--- src/design/wtv_pkg.sv ---
// Shared types and constants for the word tokenizer.
`default_nettype none
package wtv_pkg;
	localparam int MAX_TOKEN_CHARS = 49;
	localparam int VOCAB_DEPTH = 1024;
	localparam int LEN_W = 6;
	localparam int ID_W = 10;
	localparam int ENT_W = 11;
	localparam int CHAR_W = 8;
	localparam int POS_W = 6;
	localparam int ADDR_W = 16;
	localparam int VCHARS_DEPTH = VOCAB_DEPTH * MAX_TOKEN_CHARS;

	localparam logic [7:0] CH_QMARK = 8'h3F;
	localparam logic [7:0] CH_HYPHEN = 8'h2D;
	localparam logic [7:0] CH_APOS = 8'h27;
	localparam logic [7:0] CH_NL = 8'h0A;
	localparam logic [7:0] CH_COMMA = 8'h2C;
	localparam logic [7:0] CH_PERIOD = 8'h2E;
	localparam logic [7:0] CH_BANG = 8'h21;

	typedef enum logic [3:0] {
		ST_INIT,
		ST_IDLE,
		ST_ENTRY,
		ST_LEN,
		ST_CMP,
		ST_CMPW,
		ST_COPY,
		ST_EMIT,
		ST_WAIT
	} state_t;

	// controller -> datapath
	typedef struct packed {
		logic take_byte;   // latch input, update word
		logic sel_punct;   // current token is the one-char punctuation
		logic clr_entry;   // restart entry scan at 0
		logic next_entry;  // advance entry
		logic rd_len;      // read length of current entry
		logic clr_pos;
		logic next_pos;
		logic rd_char;     // issue char reads at pos
		logic wr_char;     // copy token char into vocab
		logic wr_len;      // write new length, bump entries
		logic set_found;
		logic set_new;
		logic set_full;
		logic load_out;
		logic last;
		logic clr_word;
	} cmd_t;

	// datapath -> controller
	typedef struct packed {
		logic is_word;
		logic is_punct;
		logic eot;
		logic word_nz;
		logic entry_last;  // current entry is last used one
		logic room;        // vocabulary has a free entry
		logic len_eq;
		logic pos_last;    // pos is last char of token
		logic char_eq;
		logic out_busy;
	} sts_t;

	function automatic logic is_word_byte(input logic [7:0] c);
		return (c >= 8'h61 && c <= 8'h7A) || (c >= 8'h41 && c <= 8'h5A) ||
			c == CH_HYPHEN || c == CH_APOS;
	endfunction

	function automatic logic is_punct_byte(input logic [7:0] c);
		return c == CH_NL || c == CH_COMMA || c == CH_PERIOD || c == CH_BANG ||
			c == CH_QMARK;
	endfunction
endpackage
`default_nettype wire

--- src/design/wtv_ctrl.sv ---
// Controller state machine: sequences tokens, lookups, appends and results.
`default_nettype none
module wtv_ctrl (
	input  wire logic          clk,
	input  wire logic          arst_n,
	input  wire logic          in_valid,
	output logic               in_stall,
	input  wire wtv_pkg::sts_t sts,
	output wtv_pkg::cmd_t      cmd
);
	wtv_pkg::state_t state_q, state_d;
	logic punct_q, punct_d;   // working on the punctuation token
	logic last_q, last_d;

	always_ff @(posedge clk or negedge arst_n) begin
		if (!arst_n) begin
			state_q <= wtv_pkg::ST_IDLE;
			punct_q <= 1'b0;
			last_q <= 1'b0;
		end else begin
			state_q <= state_d;
			punct_q <= punct_d;
			last_q <= last_d;
		end
	end

	always_comb begin
		state_d = state_q;
		punct_d = punct_q;
		last_d = last_q;
		cmd = '0;
		cmd.sel_punct = punct_q;
		in_stall = 1'b1;
		case (state_q)
			wtv_pkg::ST_IDLE: begin
				in_stall = 1'b0;
				if (in_valid) begin
					cmd.take_byte = 1'b1;
					state_d = wtv_pkg::ST_INIT;
				end
			end
			// decide which token(s) the byte makes
			wtv_pkg::ST_INIT: begin
				cmd.clr_entry = 1'b1;
				cmd.clr_pos = 1'b1;
				if (sts.is_word) begin
					if (sts.eot) begin
						punct_d = 1'b0;
						last_d = 1'b1;
						state_d = wtv_pkg::ST_ENTRY;
					end else
						state_d = wtv_pkg::ST_IDLE;
				end else if (sts.word_nz) begin
					punct_d = 1'b0;
					last_d = !sts.is_punct;
					state_d = wtv_pkg::ST_ENTRY;
				end else if (sts.is_punct) begin
					punct_d = 1'b1;
					last_d = 1'b1;
					cmd.sel_punct = 1'b1;
					state_d = wtv_pkg::ST_ENTRY;
				end else
					state_d = wtv_pkg::ST_IDLE;
			end
			wtv_pkg::ST_ENTRY: begin
				state_d = wtv_pkg::ST_LEN;
			end
			wtv_pkg::ST_LEN: begin
				// length and char at pos 0 valid here
				if (sts.len_eq)
					state_d = wtv_pkg::ST_CMP;
				else if (sts.entry_last)
					state_d = wtv_pkg::ST_COPY;
				else begin
					cmd.next_entry = 1'b1;
					state_d = wtv_pkg::ST_ENTRY;
				end
				if (state_d == wtv_pkg::ST_COPY) begin
					if (sts.room) begin
						cmd.clr_entry = 1'b1;
						cmd.clr_pos = 1'b1;
						cmd.wr_len = 1'b1;
						cmd.set_new = 1'b1;
					end else begin
						cmd.clr_entry = 1'b1;
						cmd.set_full = 1'b1;
						state_d = wtv_pkg::ST_EMIT;
					end
				end
			end
			wtv_pkg::ST_CMP: begin
				if (!sts.char_eq) begin
					cmd.clr_pos = 1'b1;
					if (sts.entry_last) begin
						if (sts.room) begin
							cmd.clr_entry = 1'b1;
							cmd.wr_len = 1'b1;
							cmd.set_new = 1'b1;
							state_d = wtv_pkg::ST_COPY;
						end else begin
							cmd.clr_entry = 1'b1;
							cmd.set_full = 1'b1;
							state_d = wtv_pkg::ST_EMIT;
						end
					end else begin
						cmd.next_entry = 1'b1;
						state_d = wtv_pkg::ST_ENTRY;
					end
				end else if (sts.pos_last) begin
					cmd.set_found = 1'b1;
					state_d = wtv_pkg::ST_EMIT;
				end else begin
					cmd.next_pos = 1'b1;
					state_d = wtv_pkg::ST_CMPW;
				end
			end
			wtv_pkg::ST_CMPW: state_d = wtv_pkg::ST_CMP;
			wtv_pkg::ST_COPY: begin
				// buffer read at pos is valid in the cycle after pos settles
				state_d = wtv_pkg::ST_WAIT;
			end
			wtv_pkg::ST_WAIT: begin
				cmd.wr_char = 1'b1;
				if (sts.pos_last)
					state_d = wtv_pkg::ST_EMIT;
				else begin
					cmd.next_pos = 1'b1;
					state_d = wtv_pkg::ST_COPY;
				end
			end
			wtv_pkg::ST_EMIT: begin
				if (!sts.out_busy) begin
					cmd.load_out = 1'b1;
					cmd.last = last_q;
					if (!punct_q)
						cmd.clr_word = 1'b1;
					if (!punct_q && !last_q) begin
						punct_d = 1'b1;
						last_d = 1'b1;
						cmd.clr_entry = 1'b1;
						cmd.clr_pos = 1'b1;
						state_d = wtv_pkg::ST_ENTRY;
					end else begin
						punct_d = 1'b0;
						state_d = wtv_pkg::ST_IDLE;
					end
				end
			end
			default: state_d = wtv_pkg::ST_IDLE;
		endcase
	end

	property p_take_idle;
		@(posedge clk) disable iff (!arst_n)
			cmd.take_byte |-> state_q == wtv_pkg::ST_IDLE;
	endproperty
	assert property (p_take_idle) else $error("byte taken while busy");

	property p_found_emit;
		@(posedge clk) disable iff (!arst_n)
			cmd.set_found |=> state_q == wtv_pkg::ST_EMIT;
	endproperty
	assert property (p_found_emit) else $error("match did not emit");

	property p_copy_one;
		@(posedge clk) disable iff (!arst_n)
			!(cmd.wr_char && cmd.wr_len);
	endproperty
	assert property (p_copy_one) else $error("write overlap");
endmodule
`default_nettype wire

--- config.mk ---
export PLATFORM = sky130hd
export DESIGN_NAME = wtv_ctrl
export DESIGN_NICKNAME = d
export VERILOG_FILES = /design/src/design/wtv_pkg.sv /design/src/design/wtv_ctrl.sv
export SDC_FILE = /design/constraint.sdc
export NUM_CORES = 1
export LEC_CHECK = 0
export ABC_AREA = 0
export BUFFER_PORTS_ARGS = -buffer_cell sky130_fd_sc_hd__buf_4
export CORE_AREA = 5 5 44 46
export CTS_BUF_LIST = sky130_fd_sc_hd__clkbuf_4 sky130_fd_sc_hd__clkbuf_8
export CTS_CLUSTER_SIZE = 30
export DETAILED_ROUTE_END_ITERATION = 10
export DIE_AREA = 0 0 49 51
export PLACE_DENSITY_LB_ADDON = 0.05
export SETUP_SLACK_MARGIN = 0.2
export SYNTH_ARGS = -nofsm -noshare
export SYNTH_HDL_FRONTEND = slang
export SYNTH_SLANG_ARGS = --single-unit
--- constraint.sdc ---
create_clock -name clk -period 2.8 [get_ports clk]
set_input_delay 0.14 -clock clk [delete_from_list [all_inputs] [get_ports clk]]
set_output_delay 0.14 -clock clk [all_outputs]
set_load 0.01 [all_outputs]
==> reports/metrics.cfg, run 1 <==
[run_status]
status=completed

[clock_network]
cts_root_buffer=clkbuf_4
clk_pin_slew_ns=0.05
htreeDepth=1
postCtsSetupBuffers=0
clock_sinks=6
clock_latency_ns=0.25
cts_tree=yes
cts_resized=0
cts_buffer_depth=2
numCtsBuffers=3

[grt]
grt_pass1_vias=628
overflow=0
grt_max_degree=16
grt_first_pass_wirelength_microns=2740
antenna_found_initial=0
track_usage_pct=14.0

[setup_path]
cp_max_fo=13
critical_path.cell_chain=and4b_2, nand2b_1, inv_1, a21oi_1, nand2_1, buf_4
timing.rr.start=state_q[1]$_DFFE_PN0P_
r2r-end=last_q$_DFFE_PN0P_
reg2reg_slack_ns=1.12
cpPeakStageDelay_ns=0.55
path_class=flop to primary output
crit_path_start_kind=flop
critPathSlowestCell=dfrtp_1
arrival_ns=1.84
critPathCaptureType=primary output
path_delay_family=simple AND/OR/NAND/NOR gates
worstRegToRegCells=4
critical_path_required_ns=2.66
critPathBufInv=2

[yosys]
ys_warn_count=0
ys_seq_area_share_pct=23.4
synth_edf_count=0
synthTopCellsByCount=nor2_1 (13), dfrtp_1 (5), inv_1 (5)
synth_top_area_share_pct=19.3
syn_avg_cell_area_sq_um=8.00
yosysMostFrequentCell=nor2_1
synth_area_leaders=dfrtp_1 (19%), nor2_1 (7.5%), buf_4 (4.6%)
syn_area_sq_um=648
ys_ff_latch=6
ys.flop_type=dfrtp_1
synth_cell_types=37
netlist.top_cell.by_area=dfrtp_1
ys_async_sr_fraction_pct=100
netlist_instances=81

[pwr]
clockPowerShare_pct=13.5
power_frac_seq_pct=32.2
ir_drop_mv=0.768
p_per_area_nw_per_um2=833
p_leak_uw=0.000415
p_switching_uw=316
intPower_uw=404
p_sw_share_pct=43.9
combPwrFrac_pct=54.3

[die]
core.rowCount=14
core_sq_um=1470
pin_count=30
die_area_sq_um=2500
initial_core_util_pct=44.0
dieWidth_microns=49
die_h_microns=51

[placed_design]
hpwl_microns=1340
dp_slack_ns=1.10
numPortBuffers=27
gp_congestion=0.845

[cells_and_area]
syn2layout_area_growth_pct=33.2
diodes=0
register_area_sq_um=151
nets=121
multiInputGateArea_sq_um=430
layout-drive-gt1-share_pct=35.5
fillers=152
postLayoutCoreUtil_pct=58.7

[route]
via_per_inst=5.61
drt_first_pass_iters=4
drc=0
vias=690
wire_per_inst_microns=13.7
drtIter0Drc=27
ant_nets=0
postRouteWirelength_microns=1690

[worst_hold_path]
hold_start=sts[0]
hold_end=state_q[2]$_DFFE_PN0P_
worst_hold_path.num_cells=3
worstHoldPathType=input port to flop

[timing]
setup_violations=0
fin_crit_ns=1.98
drv_slew=0
final.period_utilization_pct=70.6
timing.setup.tns_ns=0
fmax_mhz=506
setup_ws_ns=0.824
finalHoldViolations=0
fin_skew_ns=0.00905
relSlewSlack_pct=63.6
rsz0062_at_grt=no
worstMarginPinSlew_ns=0.541

[flow_run]
drv_cap=0

==> cells by family after synthesis <==
| group | after synthesis | share of synthesized area, % |
|---|---|---|
| DFF | 6 | 23.4 |
| other | 1 | 0.579 |
| AOI/OAI and AO/OA | 23 | 25.1 |
| xor gates and xnor gates | 1 | 1.35 |
| and+or+nand+nor | 38 | 38.8 |
| buffers and inverters | 12 | 10.8 |
==> final cells by class <==
| cell class | instances | share of cell area (%) |
|---|---|---|
| Timing Repair Buffer | 28 | 24.6 |
| Inverter | 5 | 2.17 |
| Tap cell | 16 | 2.32 |
| Sequential cell | 6 | 17.5 |
| Clock buffer | 4 | 3.48 |
| Multi-Input combinational cell | 64 | 49.9 |
==> per-stage QoR <==
step	hold slack, ns	area (sq um)	std cells	total power, uW
5_1_grt	0.165	863	123	789
2_1_floorplan	-0.156	652	82	495
3_5_place_dp	-0.0514	823	118	624
3_3_place_gp	-0.0528	823	118	622
6_report	0.175	863	123	719
4_1_cts	0.167	863	123	728
==> tightest hold or removal path, stage by stage <==
cell and delay [ns]:
buf_4 0.10, a21oi_1 0.06, nand3_1 0.08
==> layout by cell type (no fill, tap or decap), types with 2 or more instances in the layout <==
cell type and n:
buf_4 27, nor2_1 13, inv_1 5, dfrtp_1 5
nand2_1 4, a21oi_1 4, o21ai_0 4, clkbuf_4 4
o211ai_1 3, nor4_1 2, nand2b_1 2, and3_1 2
nor2b_1 2, nand3_1 2, nand4b_1 2, o21a_1 2
a221oi_1 2, o31ai_1 2, conb_1 2
==> power by group through the flow <==
stage / Combinational [uW] / Sequential, uW / Clock (uW)
global placement: 393 / 230 / 0
CTS: 397 / 230 / 101
global route: 433 / 245 / 112
finish: 391 / 232 / 97.0
detailed placement: 394 / 230 / 0
floorplan: 327 / 169 / 0
==> state kept, by name, indices dropped and copies added (netlist names) <==
signal / count
state_q: 4
last_q: 1
punct_q: 1
==> layer usage <==
metal	vias to the layer above	GRT usage, %	share of wire (%)
met3	2	5.52	5.1
met2	21	21.3	47
met5	-	0	0
met4	0	5.38	0.71
met1	320	17.7	47
li1	347	-	-
==> repair_timing <==
| action | 4_1_cts | 5_1_grt |
|---|---|---|
| hold buffers | 1 | 0 |
| setup endpoints to repair | 0 | 0 |
| endpoints found under the hold margin | 6 | 0 |
==> how the worst max path moves through the flow <==
stage,startpoint,endpoint,slack (ns),cells after the start
after floorplan,state_q[0]$_DFFE_PN1P_,cmd[6],1.16,6
after global placement,state_q[3]$_DFFE_PN0P_,cmd[13],1.12,6
after detailed placement,state_q[3]$_DFFE_PN0P_,cmd[13],1.10,6
after CTS,state_q[3]$_DFFE_PN0P_,cmd[13],0.82,6
after global routing,state_q[1]$_DFFE_PN0P_,cmd[13],0.66,6
final,state_q[1]$_DFFE_PN0P_,cmd[13],0.82,6
Power figures use the tool's default switching activity.
==> run 2, diff against run 1 <==
CORE_AREA = 5 5 45 47   (was 5 5 44 46)
DIE_AREA = 0 0 50 52   (was 0 0 49 51)
clock period = 1.76 ns   (was 2.8 ns; I/O delays follow)
==> reports/metrics.cfg, run 2 (synthesis gave the netlist of run 1 again) <==
[pwr]
power_frac_seq_pct=17.0
power.total_uw=1850
p_switching_uw=770
p_per_area_nw_per_um2=1470
intPower_uw=1080
p_leak_uw=0.000578
combPwrFrac_pct=73.2
p_sw_share_pct=41.7
ir_drop_mv=0.940
clockPowerShare_pct=9.7

[cells_and_area]
largest_reg_flops=4
postLayoutCoreUtil_pct=77.8
syn2layout_area_growth_pct=93.8
final_common_cell=buf_4
layout-drive-gt1-share_pct=65.2
mostFrequentLayoutCells=buf_4 (32), buf_6 (19), nor2_1 (9)
diodes=0
top_regs=state_q (4), last_q (1), punct_q (1)
regMostFlops=state_q
nets=146

[run_status]
violations=negative setup slack
status=finished with violations

[setup_path]
crit_path_start_kind=flop
path_class=flop to primary output
crit_start=state_q[0]$_DFFE_PN1P_
cp_max_fo=8
critPathCaptureType=primary output
critical_path_required_ns=1.67
timing.rr.start=state_q[0]$_DFFE_PN1P_
arrival_ns=1.68

[grt]
overflow=0
grt_pass1_vias=806
antenna_found_initial=0
track_usage_pct=17.8
met1_usage_pct=19.7
grt_first_pass_wirelength_microns=3580
use_met2_pct=29.3
grt_max_degree=9
grt-busiest-layer=met2
use_met3_pct=5.44

[timing]
finalHoldViolations=0
final.period_utilization_pct=101
setup_violations=2
fin_skew_ns=0.0246
drv_slew=0
fmax_mhz=565
fin_crit_ns=1.77
whs_ns=0.0736
rsz0062_at_grt=yes
setup_ws_ns=-0.00985

[die]
dieWidth_microns=50
die_h_microns=52
core.rowCount=15
pin_count=30
core_sq_um=1610
initial_core_util_pct=40.2
die_area_sq_um=2600

[placed_design]
gp_congestion=0.851
hpwl_microns=1300
numPortBuffers=27

[clock_network]
clock_sinks=6
htreeDepth=1
clock_latency_ns=0.29
clk_pin_slew_ns=0.07
cts_root_buffer=clkbuf_4
cts_tree=yes
cts_buffer_depth=2
numCtsBuffers=3

[route]
via_per_inst=5.66
drt_first_pass_iters=4
wire_per_inst_microns=16.7
postRouteWirelength_microns=2480
drc=0
ant_nets=0
vias=844
drtIter0Drc=14

[flow_run]
drv_cap=0

[worst_hold_path]
worstHoldPathType=input port to flop
hold_start=sts[0]

## run 2: per-stage QoR
| stage | TNS (ns) | setup slack [ns] | cells | instance area (sq um) |
|---|---|---|---|---|
| 2_1_floorplan | 0 | 0.214 | 82 | 654 |
| 3_3_place_gp | 0 | 0.0829 | 121 | 842 |
| 4_1_cts | 0 | 0.0648 | 143 | 1080 |
| 3_5_place_dp | 0 | 0.0758 | 121 | 842 |
| 5_1_grt | -0.466 | -0.0758 | 149 | 1260 |
| 6_report | -0.0115 | -0.00985 | 149 | 1260 |
## run 2: worst max-delay path, stage by stage (launching register included)
cell	delay, ns
dfstp_2	0.65
buf_6	0.13
buf_6	0.11
nor4b_4	0.05
buf_6	0.13
a32oi_1	0.15
nand2_1	0.09
buf_6	0.12
## run 2: what timing repair did
| item | in CTS | in global routing |
|---|---|---|
| endpoints found under the setup margin | 17 | 18 |
| buffers inserted | 17 | 6 |
| hold endpoints to repair | 6 | 0 |
| resized for setup | 22 | 29 |
| hold buffers | 1 | 0 |
| cloned | 0 | 0 |
| pin swaps | 11 | 13 |
## run 2: power groups by stage
stage | logic, uW | registers [uW] | clock network (uW)
final | 1350 | 315 | 180
after global placement | 670 | 362 | 0
after floorplan | 521 | 268 | 0
after detailed placement | 663 | 363 | 0
after CTS | 1020 | 296 | 168
after global routing | 1450 | 323 | 193
## run 2: cell type report
cell class / count / area, sq um
clock buffers: 4 / 30.0
fillers: 113 / 358
inverters: 5 / 21.3
multi-input cells: 64 / 559
flip-flops and latches: 6 / 155
well taps: 17 / 21.3
repair buffers: 53 / 469
## run 2: routing by layer
metal / vias to the layer above / part of all wire [%]
li1: 400 / -
met5: - / 0
met3: 6 / 7.1
met2: 38 / 53
met1: 400 / 38
met4: 0 / 2.3
## run 2: final timing paths
| check | end | slack (ns) | cells after the start |
|---|---|---|---|
| max in group asynchronous | state_q[0]$_DFFE_PN1P_ | 1.38 | 2 |
| min in group asynchronous | state_q[1]$_DFFE_PN0P_ | 0.15 | 2 |
| setup reg to reg | state_q[1]$_DFFE_PN0P_ | 0.12 | 6 |
| setup / recovery | cmd[10] | -0.01 | 7 |
| hold / removal | state_q[2]$_DFFE_PN0P_ | 0.07 | 3 |
| hold reg to reg | last_q$_DFFE_PN0P_ | 0.52 | 1 |
==> run 3, diff against run 2 <==
ABC_AREA = 1   (was 0)
CORE_AREA = 5 5 46 48   (was 5 5 45 47)
DIE_AREA = 0 0 51 53   (was 0 0 50 52)
==> reports/metrics.cfg, run 3 <==
[setup_path]
crit_path_start_kind=flop
arrival_ns=1.52
path_class=flop to primary output
cp_max_fo=3
critical_path_required_ns=1.67
critPathCaptureType=primary output

[cells_and_area]
top_regs=state_q (4), last_q (1), punct_q (1)
diodes=0
multiInputGateArea_sq_um=528
regMostFlops=state_q
fillers=145
nets=170
layout-drive-gt1-share_pct=51.3
register_area_sq_um=155
syn2layout_area_growth_pct=62.1
largest_reg_flops=4
final_common_cell=buf_4
mostFrequentLayoutCells=buf_4 (32), nand2_1 (23), nor2_1 (13)
postLayoutCoreUtil_pct=68.0

[clock_network]
cts_buffer_depth=2
numCtsBuffers=3
cts_root_buffer=clkbuf_4
htreeDepth=1
clock_sinks=6
clock_latency_ns=0.25
clk_pin_slew_ns=0.05
cts_tree=yes

[die]
initial_core_util_pct=41.9
die_area_sq_um=2700
dieWidth_microns=51
pin_count=30
core_sq_um=1670
core.rowCount=15
die_h_microns=53

[yosys]
ys.flop_type=dfrtp_1
netlist_instances=116
syn_area_sq_um=701
synth_area_leaders=dfrtp_1 (18%), nand2_1 (13%), nor2_1 (8.6%)
yosysMostFrequentCell=nand2_1
synth_top_area_share_pct=17.9
synth_cell_types=23
syn_avg_cell_area_sq_um=6.04
synthTopCellsByCount=nand2_1 (25), nor2_1 (16), inv_1 (15)
ys_ff_latch=6
ys_async_sr_fraction_pct=100
ys_seq_area_share_pct=21.6
ys_warn_count=0
synth_edf_count=0
netlist.top_cell.by_area=dfrtp_1

[pwr]
p_switching_uw=787
p_leak_uw=0.000628
clockPowerShare_pct=9.7
power_frac_seq_pct=20.1
combPwrFrac_pct=70.2
p_sw_share_pct=48.8
intPower_uw=827
ir_drop_mv=1.20
p_per_area_nw_per_um2=1420

[timing]
timing.setup.tns_ns=0
drv_slew=0
fmax_mhz=621
fin_crit_ns=1.61
final.period_utilization_pct=91.5
fin_skew_ns=0.00837
finalHoldViolations=0
setup_violations=0
rsz0062_at_grt=yes

[route]
wire_per_inst_microns=12.9
ant_nets=0
drc=0
vias=889
drtIter0Drc=9
postRouteWirelength_microns=2240
via_per_inst=5.14
drt_first_pass_iters=4

[grt]
grt_first_pass_wirelength_microns=3230
grt_max_degree=7
met1_usage_pct=17.5
antenna_found_initial=0
use_met2_pct=29.4
track_usage_pct=16.1
grt_pass1_vias=795
grt-busiest-layer=met2
overflow=0
use_met3_pct=5.63

[placed_design]
gp_congestion=0.830
hpwl_microns=1590
numPortBuffers=27

[run_status]
status=completed

[flow_run]
drv_cap=0

[worst_hold_path]
worstHoldPathType=input port to flop

[run 3: cell types whose count changed after synthesis, sizes merged, moves of 4 or more]
cell / previous run / this run
inv: 5 / 21
o21ai: 4 / 10
buf: 7 / 3
nand2: 4 / 32
nor2: 13 / 22
nand3: 2 / 11
[run 3: per-layer routing]
metal | share of wire, % | vias up | routed length [microns]
li1 | - | 438 | -
met2 | 51 | 36 | 1150
met5 | 0 | - | 0
met3 | 7.6 | 4 | 171
met4 | 1.5 | 0 | 33
met1 | 40 | 411 | 886
[run 3: power groups by stage]
| stage | clock [uW] | combinational, uW | sequential (uW) |
|---|---|---|---|
| 2_1_floorplan | 0 | 544 | 279 |
| 3_3_place_gp | 0 | 797 | 294 |
| 3_5_place_dp | 0 | 797 | 296 |
| 4_1_cts | 161 | 940 | 315 |
| 5_1_grt | 174 | 1240 | 334 |
| 6_report | 157 | 1130 | 324 |
[run 3: path summary, 6_finish.rpt]
path	startpoint	to	slack, ns	cells past startpoint
min in group asynchronous	arst_n	state_q[3]$_DFFE_PN0P_	0.19	2
hold reg to reg	last_q$_DFFE_PN0P_	last_q$_DFFE_PN0P_	0.55	2
setup reg to reg	state_q[0]$_DFFE_PN1P_	state_q[1]$_DFFE_PN0P_	0.28	9
setup / recovery	state_q[0]$_DFFE_PN1P_	cmd[4]	0.15	9
max in group asynchronous	arst_n	state_q[0]$_DFFE_PN1P_	1.36	2
hold / removal	sts[0]	state_q[1]$_DFFE_PN0P_	0.1	3
[run 3: area by class of cell]
type	count	share of cell area, %
multi-input cells	87	46.5
clock buffers	4	2.64
inverters	21	7.60
flip-flops and latches	6	13.7
repair buffers	38	27.8
well taps	17	1.87
[run 3: stage by stage]
stage	total power, uW	instance area (sq um)	worst slack, ns	hold slack, ns	instances
floorplan	823	704	0.346	-0.208	117
global placement	1090	906	0.385	-0.104	158
detailed placement	1090	906	0.339	-0.104	158
CTS	1420	1040	0.161	0.0956	168
global route	1750	1140	0.0558	0.101	173
finish	1610	1140	0.150	0.0976	173
[run 3: logic make-up after synthesis]
kind of cell    count (synthesis)  share of synthesized area, %
other cells                     1                         0.535
compound gates                 13                          10.5
buf+inv                        24                          14.5
simple gates                   72                          52.9
flops                           6                          21.6
[run 3: repair_timing]
item	in CTS	in global routing
resized for setup	9	21
hold endpoints to repair	6	0
buffers inserted	5	5
setup endpoints to repair	5	10
pin swaps	2	6
hold buffers	1	0
[run 3: critical path: stages, from the launching register on]
cell and delay, ns:
dfstp_2 0.59, nand2_4 0.09, inv_4 0.06, nand3_2 0.07
nand2_2 0.10, inv_4 0.05, nor2_4 0.07, inv_2 0.05
nor2_4 0.07, buf_4 0.12
